### config.mk
export PLATFORM = sky130hd
export DESIGN_NAME = cluster_centroid_accumulator
export DESIGN_NICKNAME = d
export VERILOG_FILES = /design/src/design/cca_pkg.sv /design/src/design/cluster_centroid_accumulator.sv /design/src/design/cca_divider.sv
export SDC_FILE = /design/constraint.sdc
export NUM_CORES = 2
export LEC_CHECK = 0
export ABC_CLOCK_PERIOD_IN_PS = 26000
export BUFFER_PORTS_ARGS = -buffer_cell sky130_fd_sc_hd__buf_2
export CORE_MARGIN = 1.5
export CORE_UTILIZATION = 55
export DETAILED_ROUTE_END_ITERATION = 10
export GPL_ROUTABILITY_DRIVEN = 0
export PLACE_DENSITY = 0.74
export SLEW_MARGIN = 0
export SYNTH_ARGS = -nofsm -noshare
export SYNTH_HDL_FRONTEND = slang
export SYNTH_SLANG_ARGS = --single-unit
export TNS_END_PERCENT = 5
### constraint.sdc
create_clock -name clk -period 26 [get_ports clk]
set_input_delay 2.6 -clock clk [delete_from_list [all_inputs] [get_ports clk]]
set_output_delay 2.6 -clock clk [all_outputs]
set_load 0.005 [all_outputs]
### src/design/cca_pkg.sv
// ----------------------------------------------------------------------------
// cca_pkg: shared types and constants of the cluster centroid accumulator
// Word layouts of the item and result channels, the divider handshake and
// the fixed widths of the weighted-mean datapath.
// ----------------------------------------------------------------------------
package cca_pkg;

	localparam logic [5:0] FIRST_LAYER_INIT = 6'd52;

	localparam int NUM_W = 37;
	localparam int DEN_W = 21;
	localparam int QUO_W = 16;

	typedef struct packed {
		logic               start_new;
		logic [31:0]        item_id;
		logic [15:0]        item_pt;
		logic [19:0]        item_energy;
		logic signed [11:0] item_eta;
		logic signed [11:0] item_phi;
		logic signed [15:0] item_z;
		logic signed [15:0] item_xnorm;
		logic signed [15:0] item_ynorm;
		logic [5:0]         item_layer;
		logic [6:0]         item_cells;
	} item_t;

	typedef struct packed {
		logic [31:0]        cluster_id;
		logic [19:0]        pt_sum;
		logic [23:0]        energy_sum;
		logic signed [11:0] centre_eta;
		logic signed [11:0] centre_phi;
		logic signed [15:0] centre_z;
		logic signed [15:0] mean_xnorm;
		logic signed [15:0] mean_ynorm;
		logic [5:0]         first_layer;
		logic [5:0]         last_layer;
		logic [5:0]         shower_length;
		logic [15:0]        cell_total;
	} result_t;

	typedef struct packed {
		logic             start;
		logic [NUM_W-1:0] num;
		logic [DEN_W-1:0] den;
	} div_req_t;

	typedef struct packed {
		logic             done;
		logic [QUO_W-1:0] quot;
	} div_rsp_t;

endpackage

### src/design/cluster_centroid_accumulator.sv
// ----------------------------------------------------------------------------
// cluster_centroid_accumulator: 3D cluster builder
// Merges a stream of constituents into one cluster and reports the cluster
// after every constituent.
// ----------------------------------------------------------------------------
// Each word on the item channel is one constituent; a word with start_new set
// first clears the cluster and takes the constituent id. For every item one
// result word carries the whole cluster state after the merge.
// Both channels use valid and stall; a word moves when valid is high and
// stall is low. Sums, layers and the x/y average are updated in the accept
// cycle. Eta, phi and z then go one after the other through one shared
// multiplier (two products, then a sum) and one serial divider that yields
// a quotient bit per cycle. When the pt sum is zero the divisions are skipped.
// item_stall stays high until the result is loaded into the output register,
// so no new item is taken before the last one is through. The result sits
// in an output register, so the next item is accepted while a result waits;
// a stalled receiver only holds the block once the following result is
// ready. After reset the cluster is empty, first layer 52, and no result is
// pending.
// ----------------------------------------------------------------------------
module cluster_centroid_accumulator (
	input  logic             clk,
	input  logic             arst_n,
	input  logic             item_valid,
	output logic             item_stall,
	input  cca_pkg::item_t   item,
	output logic             result_valid,
	input  logic             result_stall,
	output cca_pkg::result_t result
);

	localparam logic [2:0] S_IDLE  = 3'd0;
	localparam logic [2:0] S_MUL_A = 3'd1;
	localparam logic [2:0] S_MUL_B = 3'd2;
	localparam logic [2:0] S_SUM   = 3'd3;
	localparam logic [2:0] S_WAIT  = 3'd4;
	localparam logic [2:0] S_DONE  = 3'd5;

	localparam logic [1:0] K_ETA = 2'd0;
	localparam logic [1:0] K_PHI = 2'd1;
	localparam logic [1:0] K_Z   = 2'd2;

	logic [2:0]         state_q;
	logic [1:0]         k_q;
	cca_pkg::item_t     item_q;
	logic [19:0]        w_q;
	logic [20:0]        d_q;
	logic               neg_q;
	logic signed [37:0] prod_q;
	logic signed [37:0] acc_q;

	logic [31:0]        id_q;
	logic [19:0]        pt_acc_q;
	logic [23:0]        energy_acc_q;
	logic signed [11:0] eta_q;
	logic signed [11:0] phi_q;
	logic signed [15:0] z_q;
	logic signed [15:0] xnorm_q;
	logic signed [15:0] ynorm_q;
	logic [5:0]         first_q;
	logic [5:0]         last_q;
	logic [5:0]         length_q;
	logic [15:0]        cells_q;

	cca_pkg::result_t   out_q;
	logic               out_valid_q;

	cca_pkg::div_req_t  div_req;
	cca_pkg::div_rsp_t  div_rsp;

	logic               accept;
	logic               out_take;
	logic               out_load;

	logic [19:0]        b_pt;
	logic [23:0]        b_energy;
	logic [15:0]        b_cells;
	logic [5:0]         b_first;
	logic [5:0]         b_last;
	logic [5:0]         n_first;
	logic [20:0]        pt_sum_c;
	logic [24:0]        en_sum_c;
	logic [16:0]        cell_sum_c;
	logic [16:0]        xs_c;
	logic [16:0]        ys_c;
	logic [20:0]        d_c;

	logic signed [16:0] vin_c;
	logic signed [16:0] v_c;
	logic signed [16:0] mul_a;
	logic signed [20:0] mul_b;
	logic signed [37:0] prod_c;
	logic signed [38:0] n_c;
	logic [38:0]        mag_c;
	logic signed [16:0] q_c;
	logic signed [16:0] q_clamp;

	assign accept   = item_valid && !item_stall;
	assign out_take = out_valid_q && !result_stall;
	assign out_load = (state_q == S_DONE) && (!out_valid_q || !result_stall);

	assign item_stall   = (state_q != S_IDLE);
	assign result_valid = out_valid_q;
	assign result       = out_q;

	always_comb begin
		b_pt     = item.start_new ? 20'd0 : pt_acc_q;
		b_energy = item.start_new ? 24'd0 : energy_acc_q;
		b_cells  = item.start_new ? 16'd0 : cells_q;
		b_first  = item.start_new ? cca_pkg::FIRST_LAYER_INIT : first_q;
		b_last   = item.start_new ? 6'd0 : last_q;
		n_first  = (item.item_layer < b_first) ? item.item_layer : b_first;
		pt_sum_c   = {1'b0, b_pt} + {5'd0, item.item_pt};
		en_sum_c   = {1'b0, b_energy} + {5'd0, item.item_energy};
		cell_sum_c = {1'b0, b_cells} + {10'd0, item.item_cells};
		xs_c = {xnorm_q[15], xnorm_q} + {item.item_xnorm[15], item.item_xnorm};
		ys_c = {ynorm_q[15], ynorm_q} + {item.item_ynorm[15], item.item_ynorm};
		d_c  = {5'd0, item.item_pt} + {1'b0, b_pt};
	end

	always_comb begin
		case (k_q)
			K_ETA: begin
				vin_c = 17'(item_q.item_eta);
				v_c   = 17'(eta_q);
			end
			K_PHI: begin
				vin_c = 17'(item_q.item_phi);
				v_c   = 17'(phi_q);
			end
			default: begin
				vin_c = 17'(item_q.item_z);
				v_c   = 17'(z_q);
			end
		endcase
		mul_a  = (state_q == S_MUL_A) ? vin_c : v_c;
		mul_b  = (state_q == S_MUL_A) ? $signed({5'd0, item_q.item_pt})
		                              : $signed({1'b0, w_q});
		prod_c = 38'(mul_a) * 38'(mul_b);
		n_c    = 39'(acc_q) + 39'(prod_q);
		mag_c  = n_c[38] ? 39'(-n_c) : 39'(n_c);
		div_req.start = (state_q == S_SUM);
		div_req.num   = mag_c[36:0] + {17'd0, d_q[20:1]};
		div_req.den   = d_q;
		q_c = neg_q ? -$signed({1'b0, div_rsp.quot}) : $signed({1'b0, div_rsp.quot});
		if (k_q == K_Z) begin
			if (q_c > 17'sd32767) begin
				q_clamp = 17'sd32767;
			end else if (q_c < -17'sd32768) begin
				q_clamp = -17'sd32768;
			end else begin
				q_clamp = q_c;
			end
		end else begin
			if (q_c > 17'sd2047) begin
				q_clamp = 17'sd2047;
			end else if (q_c < -17'sd2048) begin
				q_clamp = -17'sd2048;
			end else begin
				q_clamp = q_c;
			end
		end
	end

	cca_divider u_divider (
		.clk    (clk),
		.arst_n (arst_n),
		.req    (div_req),
		.rsp    (div_rsp)
	);

	always_ff @(posedge clk or negedge arst_n) begin
		if (!arst_n) begin
			state_q      <= S_IDLE;
			k_q          <= K_ETA;
			out_valid_q  <= 1'b0;
			id_q         <= 32'd0;
			pt_acc_q     <= 20'd0;
			energy_acc_q <= 24'd0;
			eta_q        <= 12'sd0;
			phi_q        <= 12'sd0;
			z_q          <= 16'sd0;
			xnorm_q      <= 16'sd0;
			ynorm_q      <= 16'sd0;
			first_q      <= cca_pkg::FIRST_LAYER_INIT;
			last_q       <= 6'd0;
			length_q     <= 6'd0;
			cells_q      <= 16'd0;
		end else begin
			if (out_load) begin
				out_valid_q <= 1'b1;
			end else if (out_take) begin
				out_valid_q <= 1'b0;
			end
			unique case (state_q)
				S_IDLE: begin
					if (accept) begin
						k_q <= K_ETA;
						if (item.start_new) begin
							id_q    <= item.item_id;
							eta_q   <= item.item_eta;
							phi_q   <= item.item_phi;
							z_q     <= item.item_z;
							xnorm_q <= item.item_xnorm;
							ynorm_q <= item.item_ynorm;
						end else begin
							xnorm_q <= xs_c[16:1];
							ynorm_q <= ys_c[16:1];
						end
						pt_acc_q     <= pt_sum_c[20] ? 20'hFFFFF : pt_sum_c[19:0];
						energy_acc_q <= en_sum_c[24] ? 24'hFFFFFF : en_sum_c[23:0];
						cells_q      <= cell_sum_c[16] ? 16'hFFFF : cell_sum_c[15:0];
						first_q      <= n_first;
						if (item.item_layer > b_last) begin
							last_q   <= item.item_layer;
							length_q <= item.item_layer - n_first;
						end else begin
							last_q   <= b_last;
							length_q <= item.start_new ? 6'd0 : length_q;
						end
						state_q <= (d_c == 21'd0) ? S_DONE : S_MUL_A;
					end
				end
				S_MUL_A: begin
					state_q <= S_MUL_B;
				end
				S_MUL_B: begin
					state_q <= S_SUM;
				end
				S_SUM: begin
					state_q <= S_WAIT;
				end
				S_WAIT: begin
					if (div_rsp.done) begin
						case (k_q)
							K_ETA: eta_q <= q_clamp[11:0];
							K_PHI: phi_q <= q_clamp[11:0];
							default: z_q <= q_clamp[15:0];
						endcase
						if (k_q == K_Z) begin
							state_q <= S_DONE;
						end else begin
							k_q     <= k_q + 2'd1;
							state_q <= S_MUL_A;
						end
					end
				end
				S_DONE: begin
					if (out_load) begin
						state_q <= S_IDLE;
					end
				end
				default: begin
					state_q <= S_IDLE;
				end
			endcase
		end
	end

	always_ff @(posedge clk) begin
		if (accept) begin
			item_q <= item;
			w_q    <= b_pt;
			d_q    <= d_c;
		end
		if (state_q == S_MUL_A || state_q == S_MUL_B) begin
			prod_q <= prod_c;
		end
		if (state_q == S_MUL_B) begin
			acc_q <= prod_q;
		end
		if (state_q == S_SUM) begin
			neg_q <= n_c[38];
		end
		if (out_load) begin
			out_q.cluster_id    <= id_q;
			out_q.pt_sum        <= pt_acc_q;
			out_q.energy_sum    <= energy_acc_q;
			out_q.centre_eta    <= eta_q;
			out_q.centre_phi    <= phi_q;
			out_q.centre_z      <= z_q;
			out_q.mean_xnorm    <= xnorm_q;
			out_q.mean_ynorm    <= ynorm_q;
			out_q.first_layer   <= first_q;
			out_q.last_layer    <= last_q;
			out_q.shower_length <= length_q;
			out_q.cell_total    <= cells_q;
		end
	end

endmodule

### src/design/cca_divider.sv
// ----------------------------------------------------------------------------
// cca_divider: serial restoring divider
// Divides an unsigned numerator by an unsigned denominator, one quotient bit
// per cycle. The quotient must be known to fit in QUO_W bits.
// ----------------------------------------------------------------------------
module cca_divider (
	input  logic              clk,
	input  logic              arst_n,
	input  cca_pkg::div_req_t req,
	output cca_pkg::div_rsp_t rsp
);

	logic [cca_pkg::DEN_W-1:0] rem_q;
	logic [cca_pkg::QUO_W-1:0] lo_q;
	logic [cca_pkg::DEN_W-1:0] den_q;
	logic [3:0]                cnt_q;
	logic                      busy_q;
	logic                      done_q;
	logic [cca_pkg::DEN_W:0]   trial;
	logic [cca_pkg::DEN_W:0]   diff;
	logic                      ge;

	always_comb begin
		trial = {rem_q, lo_q[cca_pkg::QUO_W-1]};
		diff  = trial - {1'b0, den_q};
		ge    = (trial >= {1'b0, den_q});
	end

	always_ff @(posedge clk or negedge arst_n) begin
		if (!arst_n) begin
			busy_q <= 1'b0;
			done_q <= 1'b0;
			cnt_q  <= 4'd0;
		end else begin
			done_q <= 1'b0;
			if (req.start) begin
				busy_q <= 1'b1;
				cnt_q  <= 4'd15;
			end else if (busy_q) begin
				cnt_q <= cnt_q - 4'd1;
				if (cnt_q == 4'd0) begin
					busy_q <= 1'b0;
					done_q <= 1'b1;
				end
			end
		end
	end

	always_ff @(posedge clk) begin
		if (req.start) begin
			rem_q <= req.num[cca_pkg::NUM_W-1:cca_pkg::QUO_W];
			lo_q  <= req.num[cca_pkg::QUO_W-1:0];
			den_q <= req.den;
		end else if (busy_q) begin
			rem_q <= ge ? diff[cca_pkg::DEN_W-1:0] : trial[cca_pkg::DEN_W-1:0];
			lo_q  <= {lo_q[cca_pkg::QUO_W-2:0], ge};
		end
	end

	assign rsp.done = done_q;
	assign rsp.quot = lo_q;

endmodule
# Word-level counts from Yosys, hierarchy flattened
# Cells that the tools add are included.
# W data, S select, Z words.
# totals
ff_bits	608
input_bits	158
out_inout_bits	184
wordCells	169
# op_classes
add_sub_neg	13
mul	1
magnitude_cmp	7
n_eq_ne	15
n_mux	65
n_reduce_logical	26
# ops
operator	count
$mux W16	15
$mux W12	8
$pmux W17 S2	2
$mux W21	3
$mux W20	3
$mux W24	2
$pmux W12 S2	2
$add A38 B38 Y39	1
$mul A17 B21 Y38	1
$add A37 B20 Y37	1
$mux W37	1
$neg A37 Y37	1
$mux W6	6
$add A16 B16 Y17	2
$mux W17	2
$pmux W16 S2	1
$add A24 B20 Y25	1
$ge A22 B21 Y1	1
$add A16 B20 Y21	1
$logic_not A21 Y1	1
$sub A21 B21 Y21	1
$pmux W3 S6	1
$add A16 B7 Y17	1
$gt A17 B12 Y1 const B	1
34 further kinds	68

# Logic depth before layout (Yosys ltp)
# depth
word_depth	9
ltp_mapped	36
mapped_depth_nobuf	33

# Hierarchy
# Synthesis repeated with hierarchy kept, for this count alone.
# hier_totals
hier_cells	4335
area_unflattened_um2	43832.0
# by_module_without_submodules
mod	n_inst	cells_each	area_per_inst_um2	seq_area_each_um2
cluster_centroid_accumulator	1	3966	39847.0	15398.5
cca_divider	1	369	3985.1	1891.8

# Worst setup path before layout
# Ideal clock, no wire load.
# synth_path
kind	input-to-reg
from	input result_stall
to	register out_q (netlist bit result[0]) (enable)
setup_time_ps	784
arrival_ps	11141
required_time_ps	25216
path_slack_ps	14075
path_stages	1
n_path_buf	0
cell_sequence	a21oi_1
# synth_via
elab_chain_cells	3
# synth_rtl
item	line_no	text
from (decl)	cluster_centroid_accumulator.sv:28	input logic result_stall,
$logic_not A1 Y1	cluster_centroid_accumulator.sv:100	assign out_load = (state_q == S_DONE) && (!out_valid_q || !result_stall);
$logic_or A1 B1 Y1	cluster_centroid_accumulator.sv:100	
$logic_and A1 B1 Y1	cluster_centroid_accumulator.sv:100	
to (decl)	cluster_centroid_accumulator.sv:65	cca_pkg::result_t out_q;
# Every way passes these cells.
# A chain may end at the register's enable or synchronous reset.

# Worst setup path after layout
# layout_path
from	register k_q[0]
to	register prod_q[33], data pin
# layout_via
elab_chain_cells	4
word_cells_on_any_way	6
classes_between	mul: 1; eq/ne: 1; mux: 3; reduce/logical: 1
# layout_rtl
item	line_no	text
from (decl)	cluster_centroid_accumulator.sv:44	logic [1:0] k_q;
from (signal assigned)	cluster_centroid_accumulator.sv:243	k_q <= k_q + 2'd1;
$eq A2 B1 Y1 or $logic_not A2 Y1 (tied branches)	cluster_centroid_accumulator.sv:122	case (k_q)
$pmux W17 S2	cluster_centroid_accumulator.sv:122	
$mux W17 (*)	cluster_centroid_accumulator.sv:136	mul_a = (state_q == S_MUL_A) ? vin_c : v_c;
$mul A17 B21 Y38 (*)	cluster_centroid_accumulator.sv:139	prod_c = 38'(mul_a) * 38'(mul_b);
named net prod_c[33]	cluster_centroid_accumulator.sv:92	logic signed [37:0] prod_c;
to (signal assigned)	cluster_centroid_accumulator.sv:267	prod_q <= prod_c;
to (decl)	cluster_centroid_accumulator.sv:49	logic signed [37:0] prod_q;
# The timed path passes the listed nets; every way through them passes the cells marked *.

==> impl_metrics.tcl <==
set metrics [dict create \
    yosysSeqAreaShare 0.402 \
    grt_usage 0.303 \
    finalSetupTns_ns 0 \
    tightest_slew_ns 1.20 \
    finalWirelength_mm 120 \
    period_share 0.351 \
    grt-ovfl-total 0 \
    maxCapViolations 0 \
    synth_area_per_cell_um2 10.1 \
    wl_per_cell_um 21.1 \
    netlist_instances 4259 \
    synth-edff-count 414 \
    worstPathRequired_ns 26.34 \
    status "finished, final reports clean" \
    relSlewSlack 0.177 \
    hold_slack_ns 0.440 \
    fmax_mhz 110 \
    viasPerCell 5.85 \
    die-area_um2 79900 \
    areaGrowthSynthToFinish_pct 12.2 \
    post_cts_resized 0 \
    syn_area_um2 43000 \
    tritoncts "yes" \
    dp_hpwl_mm 91.2 \
    grt_max_degree 124 \
    instances_no_fill 5675 \
    grt_pass1_vias 33000 \
    postCtsSetupRepairBufs 0 \
    slowest_delay_ns 0.60 \
    worst-path-buf-inv 7 \
    synth_cell_types 88 \
    ys_warn_count 0 \
    vias 33200 \
    cts_max_level 3 \
    core_um2 77500 \
    die_h_um 283 \
    drt_first_pass_iters 6 \
    syn_nets 5001 \
    ant_nets 0 \
    drt_iter0_drc 2907 \
    drive_above_1_share 0.131 \
    period_needed_ns 9.11 \
    cts_made_buffers 67 \
    arrival_ns 9.45 \
    crit_path_start_kind "register" \
    skew_ns 0.0458 \
    rsz0062_at_grt "no" \
    hold_viol 0 \
    setup_viol 0 \
    row_count 102 \
    port_buffers 341 \
    drc_errors 0 \
    final_common_cell "nand2_1" \
    async_reset_ff_frac 0.319 \
    crit_path_top_delay_cell "inv_1" \
    antenna_found_initial 25 \
    post-place-cells 5546 \
    clockBufferDepth 3 \
    final-max-slew-violation-count 0 \
    grt_pass1_wl_mm 185 \
    critPathTopFamily "adder cells" \
    most-common-layout-cells "nand2_1 (511), inv_1 (446), edfxtp_1 (414)" \
    criticalPathCategory "reg -> reg" \
    ys_seq_elements 608 \
    cts_root_buffer "clkbuf_16" \
    cp_common_cell "fa_1" \
    cp_max_fo 27 \
    yosysTopAreaCell "edfxtp_1" \
    n_fill_cell 6210 \
    clk_latency_ns 0.63 \
    synth_top_area_frac 0.289 \
    ios 342 \
    synthFlopType "edfxtp_1" \
    crit_path_end_kind "register" \
    start_util 0.555 \
    die_x_um 283 \
    hold_class "reg -> reg" \
    holdBufCountCts 0 \
    cts.sinks 608 \
    fin_nets 5317 \
    path_clk_slew_ns 0.06 \
    ys_top_cells_by_area "edfxtp_1 (29%), fa_1 (13%), dfrtp_1 (11%), ha_1 (8.9%), nand2_1 (4.5%)" \
]
-- layer usage --
metal  track usage  up-vias  wire (um)
met3        0.0840      342      11500
met5             0        -        236
met4         0.138       36       5810
li1              -    15300          -
met2         0.494     1466      56200
met1         0.375    16000      45900
-- state kept, by name, summed over array words and instances (netlist names), 12 cells and up --
| signal | count |
|---|---|
| cells_q | 16 |
| d_q | 21 |
| result | 182 |
| pt_acc_q | 20 |
| prod_q | 38 |
| u_divider.lo_q | 16 |
| w_q | 20 |
| xnorm_q | 16 |
| phi_q | 12 |
| z_q | 16 |
| ynorm_q | 16 |
| u_divider.den_q | 21 |
| u_divider.rem_q | 21 |
| energy_acc_q | 24 |
| item_q | 56 |
| eta_q | 12 |
| id_q | 32 |
| acc_q | 38 |
-- worst reg2reg max path, delay by kind of cell, from the launching register on --
family                     cells  cell delay [ns]
AOI/OAI and AO/OA             10             2.49
xor gates and xnor gates       1             0.08
adders and majority gates      8             3.74
buffers and inverters          7             1.27
DFF                            1             0.35
and+or+nand+nor                5             0.89
-- stage by stage --
| step | worst slack, ns | instance area (um2) | util |
|---|---|---|---|
| 3_3_place_gp | 17.15 | 46000 | 0.594 |
| 4_1_cts | 16.94 | 48200 | 0.623 |
| 5_1_grt | 16.30 | 48200 | 0.623 |
| 2_1_floorplan | 14.08 | 43000 | - |
| 6_report | 16.89 | 48300 | 0.623 |
| 3_5_place_dp | 16.97 | 46000 | 0.594 |
-- synthesized netlist by cell type, types with 13 or more instances --
cell type	count
o21ai_0	235
ha_1	306
nand3_1	61
or2_2	18
or3_1	21
nand2b_1	48
dfrtp_1	191
a22o_1	23
o21a_1	29
edfxtp_1	414
mux2_2	43
nor2b_1	85
xnor2_1	125
and2_1	26
and3_1	40
nor2_1	366
a21oi_1	275
inv_1	447
a31oi_1	50
xor2_1	74
fa_1	278
nor3_1	44
nand2_1	512
o21bai_1	15
o31ai_1	14
clkbuf_1	138
a21o_1	53
a211oi_1	33
a22oi_1	21
mux2i_1	34
nand4_1	13
a21boi_0	19
buf_1	13
-- layout make-up --
class                           count  area (um2)  area share
Multi-Input combinational cell   3050       23500       0.488
Inverter                          449        1690      0.0350
Tap cell                         1040        1300      0.0270
Sequential cell                   608       17300       0.358
Antenna cell                        7        17.5    0.000363
Timing Repair Buffer              399        2150      0.0446
Clock inverter                     35         472     0.00977
Clock buffer                       87        1790      0.0371
-- cells by family (layout without fill, tap and decap cells) --
family | Yosys count | in the layout | share of synthesized area
AOI/OAI and AO/OA | 898 | 898 | 0.131
xor gates and xnor gates | 199 | 199 | 0.0405
adders and majority gates | 584 | 584 | 0.218
buffers and inverters | 601 | 970 | 0.0525
DFF | 608 | 608 | 0.402
muxes | 77 | 77 | 0.0192
other | 0 | 7 | 0
and+or+nand+nor | 1292 | 1292 | 0.137
-- final timing paths --
kind / from / end / slack (ns) / cells after the start
setup / recovery: k_q[0] / prod_q[33] / 16.89 / 31
hold / removal: id_q[31] / result[181] / 0.44 / 0
setup reg to reg: k_q[0] / prod_q[33] / 16.89 / 31
hold reg to reg: id_q[31] / result[181] / 0.44 / 0
max in group asynchronous: arst_n / id_q[28] / 22.27 / 2
min in group asynchronous: arst_n / energy_acc_q[17] / 2.07 / 1
Power is left out: the tool's default activity adds up to more than one toggle a clock period on the data nets, which glitch-free logic cannot reach.
